### config.mk
export PLATFORM = sky130hd
export DESIGN_NAME = vndl_shade
export DESIGN_NICKNAME = d
export VERILOG_FILES = /design/src/vndl_pkg.sv /design/src/vndl_shade.sv
export SDC_FILE = /design/constraint.sdc
export NUM_CORES = 2
export LEC_CHECK = 0
export BUFFER_PORTS_ARGS = -buffer_cell sky130_fd_sc_hd__buf_2
export CORE_UTILIZATION = 33
export CTS_CLUSTER_DIAMETER = 100
export DETAILED_ROUTE_END_ITERATION = 10
export PLACE_DENSITY_LB_ADDON = 0.12
export RECOVER_POWER = 100
export SETUP_SLACK_MARGIN = 0.15
export SLEW_MARGIN = 10
export SYNTH_ARGS = -nofsm -noshare
export SYNTH_HDL_FRONTEND = slang
export SYNTH_SLANG_ARGS = --single-unit
### constraint.sdc
create_clock -name clk -period 13.45 [get_ports clk]
set_clock_uncertainty 0.2 [all_clocks]
set_input_delay 1.345 -clock clk [delete_from_list [all_inputs] [get_ports clk]]
set_output_delay 1.345 -clock clk [all_outputs]
set_load 0.03 [all_outputs]
### src/vndl_pkg.sv
// constants and types for the vertex lighting pipeline
// no dependencies
package vndl_pkg;

    localparam int FRAC_BITS    = 14;
    localparam int IO_FRAC      = 14;
    localparam int NEWTON_STEPS = 5;
    localparam int UNIT_ONE     = 16384;

    localparam int R_W   = 25;
    localparam int A_W   = 24;
    localparam int LEN_W = 48;
    localparam int Y_W   = FRAC_BITS + 2;
    localparam int SH_W  = 6;
    localparam int U_W   = 16;
    localparam int P_W   = A_W + Y_W;

    localparam logic [LEN_W-1:0] NORMAL_FLOOR = LEN_W'(432959);

    localparam int ROT_LAT   = 2;
    localparam int NORM_LAT  = 4 + 3 * NEWTON_STEPS + 2;
    localparam int SHADE_LAT = 4;
    localparam int PIPE_LAT  = ROT_LAT + NORM_LAT + SHADE_LAT;

    typedef enum logic [2:0]
    {
        CFG_ROT_COS,
        CFG_ROT_SIN,
        CFG_AMBIENT,
        CFG_DIFFUSE,
        CFG_LIGHT
    } cfg_idx_t;

    typedef logic signed [R_W-1:0] rcomp_t;
    typedef logic signed [U_W-1:0] ucomp_t;

    typedef struct packed
    {
        logic [2:0][A_W-1:0] mag;
        logic [2:0]          neg;
        logic                zero;
        logic [SH_W-1:0]     ushift;
    } norm_side_t;

endpackage

### src/vndl_shade.sv
// diffuse dot product, color accumulate and round, sphere-map coordinates
// depends on vndl_pkg; the last stage is the output register
module vndl_shade
    import vndl_pkg::*;
(
    input  logic        clk,
    input  logic        en,
    input  ucomp_t      un [3],
    input  ucomp_t      ln [3],
    input  logic [7:0]  alpha_in,
    input  logic [23:0] ambient,
    input  logic [23:0] diffuse,
    output ucomp_t      unit_out [3],
    output logic [7:0]  color [3],
    output logic [7:0]  alpha_out,
    output logic [14:0] tex_u,
    output logic [14:0] tex_v
);

    localparam int DOT_W = 2 * IO_FRAC + 3;
    localparam int ACC_W = 2 * IO_FRAC + 12;

    // stage 1: component products
    logic signed [DOT_W-1:0] pr_reg [3];
    ucomp_t                  u1_reg [3];
    logic [7:0]              a1_reg;

    always_ff @(posedge clk)
    begin
        if (en)
        begin
            for (int i = 0; i < 3; i++)
            begin
                pr_reg[i] <= DOT_W'(un[i]) * DOT_W'(ln[i]);
            end
            u1_reg <= un;
            a1_reg <= alpha_in;
        end
    end

    // stage 2: sum, clamp at zero, texture coordinates
    logic signed [DOT_W-1:0] dot_sum;
    logic [DOT_W-2:0]        dot_reg;
    ucomp_t                  u2_reg [3];
    logic [7:0]              a2_reg;
    logic [14:0]             tu2_reg, tv2_reg;
    logic signed [U_W:0]     tu_s, tv_s;

    always_comb
    begin
        dot_sum = pr_reg[0] + pr_reg[1] + pr_reg[2];
        tu_s    = (U_W+1)'(u1_reg[0]) + (U_W+1)'(UNIT_ONE + 1);
        tv_s    = (U_W+1)'(u1_reg[1]) + (U_W+1)'(UNIT_ONE + 1);
    end

    always_ff @(posedge clk)
    begin
        if (en)
        begin
            dot_reg <= dot_sum[DOT_W-1] ? '0 : dot_sum[DOT_W-2:0];
            u2_reg  <= u1_reg;
            a2_reg  <= a1_reg;
            tu2_reg <= tu_s[15:1];
            tv2_reg <= tv_s[15:1];
        end
    end

    // stage 3: ambient plus weighted diffuse
    logic [ACC_W-1:0] acc_reg [3];
    ucomp_t           u3_reg [3];
    logic [7:0]       a3_reg;
    logic [14:0]      tu3_reg, tv3_reg;

    always_ff @(posedge clk)
    begin
        if (en)
        begin
            for (int i = 0; i < 3; i++)
            begin
                acc_reg[i] <= (ACC_W'(ambient[8*i +: 8]) << (2 * IO_FRAC))
                              + ACC_W'(dot_reg) * ACC_W'(diffuse[8*i +: 8]);
            end
            u3_reg  <= u2_reg;
            a3_reg  <= a2_reg;
            tu3_reg <= tu2_reg;
            tv3_reg <= tv2_reg;
        end
    end

    // stage 4: round half up and saturate
    logic [ACC_W-1:0] rnd [3];
    logic [7:0]       col_next [3];
    logic [7:0]       col_reg [3];
    ucomp_t           u4_reg [3];
    logic [7:0]       a4_reg;
    logic [14:0]      tu4_reg, tv4_reg;

    always_comb
    begin
        for (int i = 0; i < 3; i++)
        begin
            rnd[i] = (acc_reg[i] + (ACC_W'(1) << (2 * IO_FRAC - 1))) >> (2 * IO_FRAC);
            col_next[i] = (rnd[i] > ACC_W'(255)) ? 8'hff : rnd[i][7:0];
        end
    end

    always_ff @(posedge clk)
    begin
        if (en)
        begin
            col_reg <= col_next;
            u4_reg  <= u3_reg;
            a4_reg  <= a3_reg;
            tu4_reg <= tu3_reg;
            tv4_reg <= tv3_reg;
        end
    end

    assign unit_out  = u4_reg;
    assign color     = col_reg;
    assign alpha_out = a4_reg;
    assign tex_u     = tu4_reg;
    assign tex_v     = tv4_reg;

endmodule

# Word-level counts from Yosys, hierarchy flattened
# Memory sizes are Yosys's and may differ from the RTL's.
# Index checks and enable logic that the tools add are counted.
# totals
input_bits	154
ramBits	210
n_memories	2
romBits	0
latchBits	0
wordCells	49
regBits	368
# classes
div	0
eq_ne	0
multipliers	6
n_mux	2
n_lt_le_gt_ge	3
bitwise	0
n_reduce_logical	0
addsub	10
shift	0
# memory_table
memory	depth	word_bits	rd	rd_ports_with_merged_regs	write_ports	line	rtl
acc_reg	3	39	3	0	3	vndl_shade.sv:69	logic [ACC_W-1:0] acc_reg [3];
pr_reg	3	31	3	0	3	vndl_shade.sv:24	logic signed [DOT_W-1:0] pr_reg [3];
# ops
cell	count
$add 40x28->40 const B	3
$add 36x38->39	3
$mul 30x8->38	3
$mul 16x16->31	3
$add 31x31->31	2
$gt 12x8->1 const B	3
$add 16x16->16 const B	2
$mux 1	2

# Logic depth before layout (Yosys ltp)
# An unclocked memory read counts as a cell.
# logic_depth
ltp_word	3
mapped_depth	25

# Worst setup path before layout
# No wires, ideal clock.
# synth_path
path_kind	input to register
from	in un[39] in the netlist's numbering
to	mem pr_reg[0][30] in the netlist's numbering (data pin)
setup_slack_ps	5929
path_buffers	2
stages	25
setup_time_ps	260
t_arrival_ps	7061
cell_sequence	clkbuf_1 nand2_1 fa_1 inv_1 fa_1 inv_1 fa_1 inv_1 fa_1 fa_1 inv_1 fa_1 inv_1 ha_1 clkbuf_1 a21o_1 a21oi_1 nor2b_1 o41ai_1 o22ai_1 o31ai_1 a21oi_1 a41o_1 o41a_1 xnor2_1
# synth_rtl
item	line	rtl
start: declaration	vndl_shade.sv:8	input ucomp_t un [3],
end: declaration	vndl_shade.sv:24	

# Worst setup path in the final report
# layout_path
from	in en
to	reg u4_reg (netlist bit unit_out[7]), enable pin
# layout_rtl
item	line	rtl
start: declaration	vndl_shade.sv:7	input logic en,
end signal: assignment	vndl_shade.sv:112	u4_reg <= u3_reg;
end: declaration	vndl_shade.sv:94	ucomp_t u4_reg [3];
# No word-level cell between the ends.

==> flow_metrics.env <==
export IMPL_status="complete, but fails checks"
export IMPL_violations="max-capacitance violations, max-slew violations"
export IMPL_layout_nets=8707
export IMPL_antenna_found_initial=19
export IMPL_insertion_delay_ns=0.69
export IMPL_drive_gt1_share_pct=3.535
export IMPL_yosysSeqAreaShare_pct=21.77
export IMPL_io_pins=264
export IMPL_core_rowCount=166
export IMPL_min_path_type="reg -> reg"
export IMPL_drv_cap=8
export IMPL_cts_setup_buffers=0
export IMPL_worst_pin_slew_ns=4.676
export IMPL_async_flop_share_pct=0
export IMPL_syn_area_per_cell_um2=10.40
export IMPL_endpoint_kind="flip-flop"
export IMPL_area_growth_pct=8.396
export IMPL_vias=43400
export IMPL_drtIter0Drc=1980
export IMPL_die_h_um=457.8
export IMPL_hold_viol=0
export IMPL_gp_congestion=0.7975
export IMPL_hpwl_mm=130.4
export IMPL_dpl_cell_area_um2=72610
export IMPL_critPathLaunchType="input pin"
export IMPL_finalMaxSlewViolations=379
export IMPL_hold_buffers=0
export IMPL_via_per_inst=4.589
export IMPL_largest_reg_flops=93
export IMPL_first_global_vias=48130
export IMPL_worstPathRequired_ns=13.46
export IMPL_die_area_um2=209600
export IMPL_worst_setup_path_type="in -> reg"
export IMPL_numPortBuffers=263
export IMPL_fin_crit_sh_pct=67.42
export IMPL_relSlewSlack_pct=-211.7
export IMPL_cts_root_buffer="clkbuf_16"
export IMPL_numCtsBuffers=59
export IMPL_grt_max_degree=149
export IMPL_synth_common_cells="inv_1 (1520), fa_1 (1324), and2_1 (805)"
export IMPL_dr_pass1_iters=5
export IMPL_final_area_um2=74320
export IMPL_wl_per_cell_um=17.66
export IMPL_synth_cells=6590
export IMPL_crit_fanout=71
export IMPL_synth_top_area_cell="fa_1"
export IMPL_netlist_area_um2=68570
export IMPL_start_util_pct=33.35
export IMPL_ant_nets=0
export IMPL_multiInputGateArea_um2=47010
export IMPL_cts_clk_slew_worst_paths_ns=0.06
export IMPL_synth_edff_count=497
export IMPL_period_minus_slack_ns=9.068
export IMPL_syn_num_nets=8585
export IMPL_reg2reg_from="dot_reg[19]"
export IMPL_netlist_area_leader_share_pct=38.66
export IMPL_cp_arrival_ns=9.08
export IMPL_seq_area_um2=14920
export IMPL_synth_cell_type_count=76
export IMPL_core_area_um2=205600
export IMPL_fp_dieW_um=457.8
export IMPL_ys_flop_type="edfxtp_1"
export IMPL_ctsResizeCount=0
export IMPL_synth_warnings=0
export IMPL_synth_most_common_cell="inv_1"
export IMPL_grt_first_pass_wirelength_mm=271.0
export IMPL_wl_mm=167.0
export IMPL_track_usage_pct=16.51
export IMPL_min_delay_start="tu3_reg[9]"
export IMPL_synth_seq_cells=497
export IMPL_rrSetupSlack_ns=6.05
export IMPL_netlist_top_cells_area="fa_1 (39%), edfxtp_1 (22%), ha_1 (9.4%)"
export IMPL_grt_ovfl_total=0
export IMPL_cts_max_path_buffers=3
export IMPL_cts_max_level=2
export IMPL_setup_viol=0
export IMPL_nFillCells=21000
export IMPL_cts_tree="done"
export IMPL_drc=0
export IMPL_crit_path_start="en"
export IMPL_max_freq_mhz=110.3
export IMPL_cts_sinks=497
export IMPL_setup_tns_ns=0
export IMPL_rsz0062_at_grt="false"
-- logic make-up (layout without fill, tap and decap cells) --
| family | Yosys count | after routing | synth area share, % |
|---|---|---|---|
| multiplexers | 1 | 1 | 0.01642 |
| adder cells (fa/ha/maj) | 1841 | 1841 | 48.09 |
| AND/OR/NAND/NOR | 1903 | 1903 | 14.08 |
| XOR/XNOR | 215 | 215 | 2.757 |
| other | 0 | 7 | 0 |
| buffers and inverters | 1753 | 1924 | 9.615 |
| AO/OA/AOI/OAI | 380 | 380 | 3.675 |
| flip-flops | 497 | 497 | 21.77 |
-- critical path: stages --
cell and delay (ns):
clkbuf_1 3.15, clkbuf_1 1.80, clkbuf_1 2.52
-- final cells by class --
class                           instances  area share (%)
Inverter                             1520           7.677
Multi-Input combinational cell       4340           63.25
Tap cell                             2688           4.525
Sequential cell                       497           20.08
Clock inverter                         41          0.6094
Antenna cell                            7         0.02357
Timing Repair Buffer                  294           1.803
Clock buffer                           69           2.037
-- layer usage --
metal / GRT usage (%) / wire length (µm) / up-vias
met3: 1.708 / 4681 / 129
met2: 30.10 / 87330 / 536
met5: 0 / 74 / -
met1: 21.14 / 72380 / 22610
li1: - / - / 20110
met4: 2.973 / 2507 / 12
-- cell usage in the layout (no fill, tap or decap), types with 10 or more instances in the layout --
master / synthesis / routed
clkbuf_1: 230 / 177
a21oi_1: 111 / 113
xnor2_1: 149 / 149
and2_0: 0 / 21
nand4_1: 15 / 15
and2_1: 805 / 784
edfxtp_1: 497 / 497
nand2_1: 721 / 721
clkbuf_16: 0 / 59
o21ai_0: 64 / 69
buf_4: 1 / 25
and3_1: 31 / 31
o21a_1: 22 / 22
xor2_1: 65 / 65
fa_1: 1324 / 1324
clkinvlp_4: 0 / 10
ha_1: 517 / 517
nor2b_1: 21 / 21
a31oi_1: 11 / 11
nor3_1: 40 / 40
a21o_1: 53 / 53
nand2b_1: 35 / 35
o21bai_1: 19 / 19
nand3_1: 46 / 46
nor2_1: 153 / 153
inv_1: 1520 / 1520
buf_2: 1 / 101
a211oi_1: 13 / 13
-- per-stage QoR --
| stage | setup slack [ns] | util [%] | hold WS, ns | std cells |
|---|---|---|---|---|
| 6_report | 4.382 | 36.15 | 0.1972 | 9456 |
| 3_3_place_gp | 5.364 | 35.31 | 0.2000 | 9339 |
| 5_1_grt | 3.472 | 36.14 | 0.2090 | 9454 |
| 3_5_place_dp | 5.319 | 35.31 | 0.2045 | 9339 |
| 4_1_cts | 6.060 | 36.27 | 0.1977 | 9449 |
| 2_1_floorplan | 5.929 | - | 0.2003 | 6590 |
-- final timing paths --
check	endpoint	cells after the start
max	unit_out[7]	3
min	tex_u[9]	0
min reg2reg	tex_u[9]	0
max reg2reg	acc_reg[0][116]	18
Power is left out: the tool's default activity adds up to more than one toggle a clock period on the data nets, which glitch-free logic cannot reach.
