--- config.mk ---
export PLATFORM = sky130hd
export DESIGN_NAME = vndl_rotate
export DESIGN_NICKNAME = d
export VERILOG_FILES = /design/src/vndl_pkg.sv /design/src/vndl_rotate.sv
export SDC_FILE = /design/constraint.sdc
export NUM_CORES = 1
export LEC_CHECK = 0
export BUFFER_PORTS_ARGS = -buffer_cell sky130_fd_sc_hd__buf_4
export CAP_MARGIN = 20
export CORE_ASPECT_RATIO = 1.75
export CORE_UTILIZATION = 63
export DETAILED_ROUTE_END_ITERATION = 6
export MAX_ROUTING_LAYER = met4
export PLACE_DENSITY = 0.83
export SYNTH_ARGS = -nofsm -noshare
export SYNTH_HDL_FRONTEND = slang
export SYNTH_SLANG_ARGS = --single-unit
export TNS_END_PERCENT = 30
--- constraint.sdc ---
create_clock -name clk -period 6.4 [get_ports clk]
set_input_delay 0.32 -clock clk [delete_from_list [all_inputs] [get_ports clk]]
set_output_delay 0.32 -clock clk [all_outputs]
set_load 0.01 [all_outputs]
--- src/vndl_pkg.sv ---
// constants and types for the vertex lighting pipeline
// no dependencies
package vndl_pkg;

    localparam int FRAC_BITS    = 14;
    localparam int IO_FRAC      = 14;
    localparam int NEWTON_STEPS = 5;
    localparam int UNIT_ONE     = 16384;

    localparam int R_W   = 25;
    localparam int A_W   = 24;
    localparam int LEN_W = 48;
    localparam int Y_W   = FRAC_BITS + 2;
    localparam int SH_W  = 6;
    localparam int U_W   = 16;
    localparam int P_W   = A_W + Y_W;

    localparam logic [LEN_W-1:0] NORMAL_FLOOR = LEN_W'(432959);

    localparam int ROT_LAT   = 2;
    localparam int NORM_LAT  = 4 + 3 * NEWTON_STEPS + 2;
    localparam int SHADE_LAT = 4;
    localparam int PIPE_LAT  = ROT_LAT + NORM_LAT + SHADE_LAT;

    typedef enum logic [2:0]
    {
        CFG_ROT_COS,
        CFG_ROT_SIN,
        CFG_AMBIENT,
        CFG_DIFFUSE,
        CFG_LIGHT
    } cfg_idx_t;

    typedef logic signed [R_W-1:0] rcomp_t;
    typedef logic signed [U_W-1:0] ucomp_t;

    typedef struct packed
    {
        logic [2:0][A_W-1:0] mag;
        logic [2:0]          neg;
        logic                zero;
        logic [SH_W-1:0]     ushift;
    } norm_side_t;

endpackage

--- src/vndl_rotate.sv ---
// y-axis rotation of the normal and expansion of the light vector
// depends on vndl_pkg
module vndl_rotate
    import vndl_pkg::*;
(
    input  logic               clk,
    input  logic               en,
    input  logic signed [7:0]  nx,
    input  logic signed [7:0]  ny,
    input  logic signed [7:0]  nz,
    input  logic signed [15:0] rot_cos,
    input  logic signed [15:0] rot_sin,
    input  logic [23:0]        light,
    output rcomp_t             r [3],
    output rcomp_t             l [3]
);

    logic signed [23:0] xc_reg, zs_reg, zc_reg, xs_reg;
    logic signed [7:0]  ny_reg;
    logic [23:0]        light_reg;
    rcomp_t             r_reg [3];
    rcomp_t             l_reg [3];

    always_ff @(posedge clk)
    begin
        if (en)
        begin
            xc_reg    <= 24'(nx) * 24'(rot_cos);
            zs_reg    <= 24'(nz) * 24'(rot_sin);
            zc_reg    <= 24'(nz) * 24'(rot_cos);
            xs_reg    <= 24'(nx) * 24'(rot_sin);
            ny_reg    <= ny;
            light_reg <= light;
        end
    end

    always_ff @(posedge clk)
    begin
        if (en)
        begin
            r_reg[0] <= R_W'(xc_reg) + R_W'(zs_reg);
            r_reg[1] <= R_W'(ny_reg) <<< FRAC_BITS;
            r_reg[2] <= R_W'(zc_reg) - R_W'(xs_reg);
            for (int i = 0; i < 3; i++)
            begin
                l_reg[i] <= R_W'(signed'(light_reg[8*i +: 8])) <<< IO_FRAC;
            end
        end
    end

    assign r = r_reg;
    assign l = l_reg;

endmodule

Word level (Yosys, flattened, before mapping). Index checks and enable logic that the tools add are counted.

Bits of input ports: 82. Output and inout bits: 150. Register bits: 210.

Add/sub/neg operators: 2. Multipliers: 4.

Operator list (count): 8-bit by 16-bit multiplier with 24-bit output (4); 24-bit by 24-bit adder with 25-bit output (1); 24-bit by 24-bit subtractor with 25-bit output (1).

Logic depth before layout (Yosys ltp). Gate-level depths: netlist of run 1.

Depth after elaboration: 1. Gate-level depth with buffers: 20.

Least setup slack after synthesis of run 1. Ideal clock, no wire load.

Path type: input-to-reg. Start: input port nz[7]. End: register zs_reg[23], data pin. Setup slack: 1414 ps. Data arrival time: 4829 ps. Setup time: 157 ps. Buffers on the path: 3. Stages on the path: 19. Cells stage by stage: inv_1 clkbuf_1 buf_1 nor2_1 fa_1 fa_1 fa_1 inv_1 fa_1 inv_1 ha_1 buf_6 a2111o_1 a21oi_2 o31ai_2 o41ai_4 o21ai_2 and4_1 nor3_1.

Word-level cells in the longest chain between the ends: 1.

Ends and longest elaborated chain: start, declared (line vndl_rotate.sv:10) `input logic signed [7:0] nz,`; 8-bit by 16-bit multiplier with 24-bit output (line vndl_rotate.sv:29) `zs_reg <= 24'(nz) * 24'(rot_sin);`; end signal, assigned (line vndl_rotate.sv:29); end, declared (line vndl_rotate.sv:18) `logic signed [23:0] xc_reg, zs_reg, zc_reg, xs_reg;`.

Every way passes these cells. A chain may end at the register's enable or synchronous reset.

Worst setup path after layout of run 1.
Start: input port nx[7]. End: register xc_reg[23], data pin.

Word-level cells in the longest chain between the ends: 1.

Ends and longest elaborated chain: start, declared (line vndl_rotate.sv:8) `input logic signed [7:0] nx,`; 8-bit by 16-bit multiplier with 24-bit output (line vndl_rotate.sv:28) `xc_reg <= 24'(nx) * 24'(rot_cos);`; end signal, assigned (line vndl_rotate.sv:28); end, declared (line vndl_rotate.sv:18).

Every way passes these cells.

==> impl_metrics.toml, run 1 <==
[logic_synthesis]
synth_top_cell_area_share_pct = 30.1
ys_warn_count = 0
synth-seq-area-share_pct = 22.9
synth_edf_count = 210
synth_seq_cells = 210
yosys-top-cells-count = "inv_1, fa_1, and2_1"
ys_top_cells_by_area = "fa_1, edfxtp_1, ha_1"
synth_area_um2 = 27500
synth.distinct_cells = 71
synth_area_leader_cell = "fa_1"
synthFlopType = "edfxtp_1"
synthCells = 2757
syn_area_per_cell_um2 = 9.99
yosysMostFrequentCell = "inv_1"
synthArstFlopShare_pct = 0

[cells_and_area]
nets = 3615
largest_reg_flops = 58
layout-drive-gt1-share_pct = 7.85
diodes = 0
area_growth_pct = 9.27
final_core_util_pct = 69.6
nFillCells = 3154

[sta]
finalCritPeriodShare_pct = 79.6
max_freq_mhz = 196
setup_tns_ns = 0
setup_viol = 0
clock_skew_ns = 0.0138
setup_ws_ns = 1.31
slew_headroom_pct = 46.4
rsz0062_at_grt = "no"
hold-worst-slack_ns = 0.285
tightest_slew_ns = 0.804
final.min_clock_period_ns = 5.09
hold_viol = 0
maxSlewViolCount = 0

[cts]
path_clk_slew_ns = 0.06
cts_resized = 0
htreeDepth = 1
cts_buffers = 22
root_buffer = "clkbuf_16"
cts_setup_buffers = 0
cts_sinks = 210
clock_latency_ns = 0.53
clk_path_buf_depth = 3
cts_tree = "built"

[global_routing]
grt_max_degree = 101
gr-total-overflow = 0
grt_usage_pct = 29.0
grt_pass1_wl_mm = 99.9
grt_antenna_before_repair = 0
grt_pass1_vias = 21204

[drt]
routed_wl_mm = 60.6
wire_per_inst_um = 17.4
drt_first_pass_iters = 6
vias = 19532
avgViaCountPerCell = 5.63
antenna_left = 0
drc_errors = 0
drtIter0Drc = 1307

[floorplan]
start_util_pct = 63.7
io_pins = 232
die_area_um2 = 44600
core_area_um2 = 43200
die_height_um = 279
rows = 101
die_w_um = 160

[flow_run]
cap_viol_max_count = 0

[setup_path]
startpoint_type = "input pin"
critPathRequiredTime_ns = 6.67
cp.arrival_ns = 5.36
cp_max_fo = 16
worstSetupPathType = "in2reg"
end_kind = "flop"

[power]
powerDensity_nw_per_um2 = 461
leakagePower_uw = 0.0143
ir_worst_vdd_v = 0.000296
finalPower_uw = 13900

[placement]
hpwl_mm = 45.9
portBuffers = 175
place_ws_ns = 0.868
place_congestion = 0.909

[outcome]
status = "finished, final reports clean"

[min_path]
hold_path_class = "in2reg"
## what timing repair did
item,in CTS,in global routing
hold endpoints to repair,32,0
endpoints found under the setup margin,0,0
hold buffers,32,0
## stage by stage
stage / cell area (um^2) / instances
4_1_cts: 30100 / 3472
2_1_floorplan: 27700 / 2812
5_1_grt: 30100 / 3472
3_3_place_gp: 29000 / 3401
6_report: 30100 / 3472
3_5_place_dp: 29000 / 3401
## cells in the final DEF, fill, tap and decap left out, types with 5 or more instances in the layout
master,Yosys,routed
a211oi_1,13,13
a21o_1,29,29
a21oi_1,87,87
a31oi_1,9,9
and2_1,354,354
and3_1,9,9
buf_4,68,178
bufinv_16,0,6
clkbuf_16,0,23
clkinv_2,0,5
conb_1,1,56
dlygate4sd3_1,0,32
edfxtp_1,210,210
fa_1,414,414
ha_1,228,228
inv_1,580,580
nand2_1,150,150
nand2b_1,21,21
nand3_1,14,14
nand3b_1,5,5
nand4_1,9,9
nor2_1,114,114
nor2b_1,17,17
nor3_1,17,17
o2111ai_1,5,5
o211ai_1,5,5
o21a_1,19,19
o21ai_0,42,42
o21ai_1,22,22
o21bai_1,14,14
o31ai_1,7,7
or4_1,5,5
xnor2_1,94,94
xor2_1,34,34
## layout make-up
| cell class | instances | area [um^2] | share of cell area, % |
|---|---|---|---|
| multi-input cells | 1864 | 18400 | 61.2 |
| flip-flops and latches | 210 | 6310 | 21.0 |
| inverters | 582 | 2180 | 7.26 |
| repair buffers | 211 | 1670 | 5.55 |
| well taps | 566 | 708 | 2.35 |
| clock buffers | 23 | 576 | 1.91 |
| clock inverters | 16 | 240 | 0.798 |
## power breakdown
group	total [uW]	internal [uW]	leakage [uW]	switching [uW]
logic	9690	4080	0.0119	5620
registers	2730	2560	0.00205	176
clock network	1460	898	0.000402	562
## critical path, stage by stage
cell,delay [ns]
buf_4,0.14
clkinv_1,0.44
buf_4,0.41
nor2_1,0.17
fa_1,0.45
fa_1,0.47
fa_1,0.50
inv_1,0.05
fa_1,0.47
inv_1,0.05
ha_1,0.32
o21ai_0,0.20
a221oi_1,0.13
a211oi_2,0.39
o21ai_1,0.19
a221o_1,0.35
a21oi_1,0.21
xnor2_1,0.10
## logic make-up after synthesis
logic type | count (synthesis) | synth area share (%)
xor gates and xnor gates | 128 | 4.07
other | 1 | 0.0136
muxes | 2 | 0.0727
buffers and inverters | 738 | 11.0
and+or+nand+nor | 732 | 14.2
DFF | 210 | 22.9
adders and majority gates | 642 | 40.5
AOI/OAI and AO/OA | 304 | 7.27
## path summary, 6_finish.rpt
path,from,endpoint,slack [ns],cells past startpoint
max reg2reg,zc_reg[0],r[22],3.48,10
min reg2reg,ny_reg[0],r[39],0.42,0
min,rot_sin[0],zs_reg[0],0.28,2
max,nx[7],xc_reg[23],1.31,18
## per-layer routing
metal  track usage, %  share of wire (%)  vias up
met5                -                  0        -
met4             18.6                7.3        0
met3             2.61                5.5      214
met2             51.2                 52      777
met1             30.9                 35     9780
li1                 -                  -     8761
Power figures use the tool's default switching activity.
==> inputs of run 2 (changes only) <==
- clock period: 6.4 -> 5 ns (I/O delays scaled with it)
==> impl_metrics.toml, run 2 (synthesis results as in run 1) <==
[outcome]
status = "finished, final reports clean"

[global_routing]
grt_max_degree = 109
grt-busiest-layer = "met2"
grt_usage_pct = 29.1
grt_pass1_wl_mm = 100
met3_usage_pct = 2.58
met1_usage_pct = 31.2
grt_use_met2_pct = 51.1
grt_pass1_vias = 21104
grt_antenna_before_repair = 0
gr-total-overflow = 0

[power]
powerDensity_nw_per_um2 = 583
leakagePower_uw = 0.0144
ir_worst_vdd_v = 0.000398

[drt]
vias = 19497
drtIter0Drc = 1157
routed_wl_mm = 60.5
drc_errors = 0
wire_per_inst_um = 17.3
antenna_left = 0
drt_first_pass_iters = 7
avgViaCountPerCell = 5.58

[sta]
setup_viol = 0
max_freq_mhz = 221
rsz0062_at_grt = "no"
tightest_slew_ns = 0.834
maxSlewViolCount = 0
final.min_clock_period_ns = 4.52
finalCritPeriodShare_pct = 90.3
hold_viol = 0
clock_skew_ns = 0.0163
slew_headroom_pct = 44.4
setup_tns_ns = 0

[setup_path]
worstSetupPathType = "in2reg"
startpoint_type = "input pin"
r2r_start = "xs_reg[0]"
end_kind = "flop"
regToRegSetupSlack_ns = 2.11
setup.worst_path.start = "nx[4]"
rr_worst_depth = 9
crit_slowest_cell = "fa_1"
critPathRequiredTime_ns = 5.25
slowest_delay_ns = 0.50
cp_common_cell = "fa_1"
crit_chain = "buf_4, nand2_1, fa_1, inv_1, fa_1, fa_1, inv_1, fa_1, inv_1, ha_1, a21o_1, a221o_1, a41oi_1, o31ai_1, buf_4, a21boi_1, mux2i_1, o2111ai_1"
r2r_end = "r[22]"
cp_max_fo = 33
cp.arrival_ns = 4.76

[cts]
cts_sinks = 210
cts_resized = 0
path_clk_slew_ns = 0.08
clock_latency_ns = 0.52
clk_path_buf_depth = 3
root_buffer = "clkbuf_16"
cts_buffers = 21
cts_tree = "built"
holdBufCountCts = 32
cts_setup_buffers = 0
htreeDepth = 1

[floorplan]
die_area_um2 = 44600
core_area_um2 = 43200
start_util_pct = 63.7
io_pins = 232
die_w_um = 160
rows = 101
die_height_um = 279

[placement]
hpwl_mm = 46.9
portBuffers = 175
place_congestion = 0.897

[min_path]
hold_start = "rot_sin[0]"
whs_endpoint = "zs_reg[0]"
holdPathStages = 2
hold_path_class = "in2reg"

[flow_run]
cap_viol_max_count = 0

[cells_and_area]
layout.cells.most_common_list = "inv_1, fa_1, and2_1"
layout-drive-gt1-share_pct = 8.28
nets = 3634
area_growth_pct = 9.42
largest_reg_flops = 58
final_core_util_pct = 69.7
layout_commonest_cell = "inv_1"
run 2: changes by cell type in the layout (fill, tap and decap cells not counted), sizes merged, moves of 2 or more:
cell,before,now
clkinvlp,1,3
clkinv,8,10
buf,178,198
bufinv,6,2
run 2: cell type report:
class	count	area (um^2)
diodes	1	2.50
clock buffers	22	529
inverters	582	2180
repair buffers	231	1860
flip-flops and latches	210	6310
well taps	566	708
clock inverters	15	138
fillers	3258	13100
multi-input cells	1864	18400
run 2: layer usage:
| layer | routed length [um] | share of wire, % |
|---|---|---|
| met1 | 21200 | 35 |
| met2 | 31700 | 52 |
| met3 | 3140 | 5.2 |
| met4 | 4520 | 7.5 |
| met5 | 0 | 0 |
run 2: critical path: cells and delay by family:
family          cells  cell delay, ns
compound gates      6            1.22
mux                 1            0.24
buf+inv             5            0.63
simple gates        1            0.14
fa+ha+maj           5            2.27
run 2: worst max-delay path by stage:
stage,to,cells after the start,slack [ns]
3_5_place_dp,xs_reg[21],18,-0.004
4_1_cts,xs_reg[21],18,0.53
2_1_floorplan,zs_reg[23],19,0.08
6_report,xs_reg[21],18,0.48
5_1_grt,zc_reg[17],17,0.23
3_3_place_gp,zc_reg[17],17,0.18
run 2: power by group:
group          leakage [uW]  total (uW)  internal, uW  switching (uW)
Sequential          0.00205        3500          3270             224
Combinational        0.0120       12500          5330            7180
Clock              0.000317        1580           877             704
run 2: stage by stage:
stage               hold WS (ns)  instances  cell area, um^2  setup WS [ns]  total power [uW]
finish                     0.176       3491            30100          0.484             17600
global route               0.201       3490            30100          0.235             19200
CTS                        0.147       3490            30100          0.529             17600
detailed placement         0.405       3421            29100       -0.00430             15900
global placement           0.400       3421            29100          0.183             15200
floorplan                  0.349       2812            27700         0.0836             12700
==> inputs of run 3 (changes only) <==
- CORE_UTILIZATION: 63 -> 60
- PLACE_DENSITY: 0.83 -> 0.8
- clock period: 5 -> 5.6 ns (I/O delays scaled with it)
==> impl_metrics.toml, run 3 (synthesis results as in run 1) <==
[outcome]
status = "finished, final reports clean"

[global_routing]
grt_usage_pct = 27.3
grt_max_degree = 110
gr-total-overflow = 0
grt_pass1_wl_mm = 97.5
grt_pass1_vias = 20758
grt_antenna_before_repair = 1

[cells_and_area]
diodes = 0
layout_commonest_cell = "inv_1"
largest_reg_flops = 58
nets = 3615
area_growth_pct = 9.14
layout-drive-gt1-share_pct = 7.71
layout.cells.most_common_list = "inv_1, fa_1, and2_1"

[floorplan]
io_pins = 232
rows = 103
core_area_um2 = 45200
die_w_um = 164
start_util_pct = 60.9
die_height_um = 285
die_area_um2 = 46800

[sta]
setup_tns_ns = 0
hold-worst-slack_ns = 0.234
final.min_clock_period_ns = 4.54
hold_viol = 0
finalCritPeriodShare_pct = 81.1
clock_skew_ns = 0.0175
max_freq_mhz = 220
setup_viol = 0
tightest_slew_ns = 0.976
rsz0062_at_grt = "no"
slew_headroom_pct = 35.0
maxSlewViolCount = 0

[drt]
routed_wl_mm = 59.0
vias = 19208
drt_first_pass_iters = 5
drtIter0Drc = 991
drc_errors = 0
avgViaCountPerCell = 5.51
wire_per_inst_um = 16.9
antenna_left = 0

[power]
powerDensity_nw_per_um2 = 519
p_comb_share_pct = 70.2
p_seq_share_pct = 19.9
leakagePower_uw = 0.0143
p_clk_share_pct = 9.9
switching_share_pct = 45.7
ir_worst_vdd_v = 0.000320
switchingPower_uw = 7140
finalPower_uw = 15600
p_int_uw = 8470

[flow_run]
cap_viol_max_count = 0

[setup_path]
crit_slowest_cell = "fa_1"
crit_chain = "buf_4, and2_1, fa_1, fa_1, fa_1, inv_1, fa_1, inv_1, ha_1, a21o_1, a221o_1, a41oi_1, o31ai_1, a21boi_1, mux2i_1, o2111ai_1"
slowest_delay_ns = 0.51
cp_max_fo = 32
cp.arrival_ns = 4.81
cp_common_cell = "fa_1"
worstSetupPathType = "in2reg"
startpoint_type = "input pin"
critPathRequiredTime_ns = 5.86
end_kind = "flop"

[placement]
place_congestion = 0.907
hpwl_mm = 45.8
portBuffers = 175

[cts]
htreeDepth = 1
cts_sinks = 210
path_clk_slew_ns = 0.06
cts_setup_buffers = 0
clk_path_buf_depth = 3
clock_latency_ns = 0.54
cts_buffers = 22
cts_tree = "built"
root_buffer = "clkbuf_16"

[min_path]
hold_path_class = "in2reg"
## run 3: changes by cell type in the layout (fill, tap and decap cells not counted), moves of 3 or more
cell | previous run | this run
buf_4 | 195 | 176
clkbuf_1 | 1 | 5
clkinv_1 | 6 | 3
clkinvlp_4 | 3 | 0
## run 3: what timing repair did
| item | 4_1_cts | 5_1_grt |
|---|---|---|
| gates resized for setup | 0 | 0 |
| endpoints found under the hold margin | 32 | 0 |
| hold buffers | 32 | 0 |
## run 3: critical path: cells and delay by family
kind / cells / cell delay, ns
AOI/OAI and AO/OA: 6 / 1.26
buffers and inverters: 3 / 0.43
and+or+nand+nor: 1 / 0.23
adders and majority gates: 5 / 2.35
muxes: 1 / 0.23
## run 3: layer usage
layer  track usage, %  part of all wire [%]  vias up
li1                 -                     -     8768
met1             29.4                    35     9586
met2             48.7                    53      690
met3             2.39                   5.2      164
met4             15.0                   6.2        0
met5                -                     0        -
## run 3: through the flow
| step | cell area (um^2) | instances | worst slack, ns | utilization [%] |
|---|---|---|---|---|
| final | 30100 | 3484 | 1.06 | 66.4 |
| after detailed placement | 29000 | 3412 | 0.534 | 64.1 |
| after CTS | 30100 | 3484 | 1.09 | 66.4 |
| after global placement | 29000 | 3412 | 0.646 | 64.1 |
| after global routing | 30100 | 3484 | 0.754 | 66.4 |
| after floorplan | 27700 | 2812 | 0.654 | - |
## run 3: area by class of cell
cell class / count / area, um^2
sequential: 210 / 6310
timing repair buffer: 211 / 1700
clock inverter: 12 / 146
multi-input combinational: 1864 / 18400
clock buffer: 28 / 594
inverter: 582 / 2180
tap: 577 / 722
fill: 3451 / 15200
## run 3: power groups by stage
stage | clock network [uW] | logic, uW | registers (uW)
global placement | 0 | 10400 | 3120
detailed placement | 0 | 10900 | 3140
finish | 1540 | 11000 | 3100
CTS | 1580 | 11000 | 3110
floorplan | 0 | 8150 | 3180
global route | 1620 | 12300 | 3160
## run 3: path summary, 6_finish.rpt
kind,startpoint,endpoint,slack [ns],depth (start not counted)
worst max-delay path,nx[3],xs_reg[21],1.06,16
worst min-delay path,rot_sin[0],zs_reg[0],0.23,2
worst max register to register,zc_reg[0],r[22],2.61,10
worst min register to register,light_reg[7],l[71],0.42,0
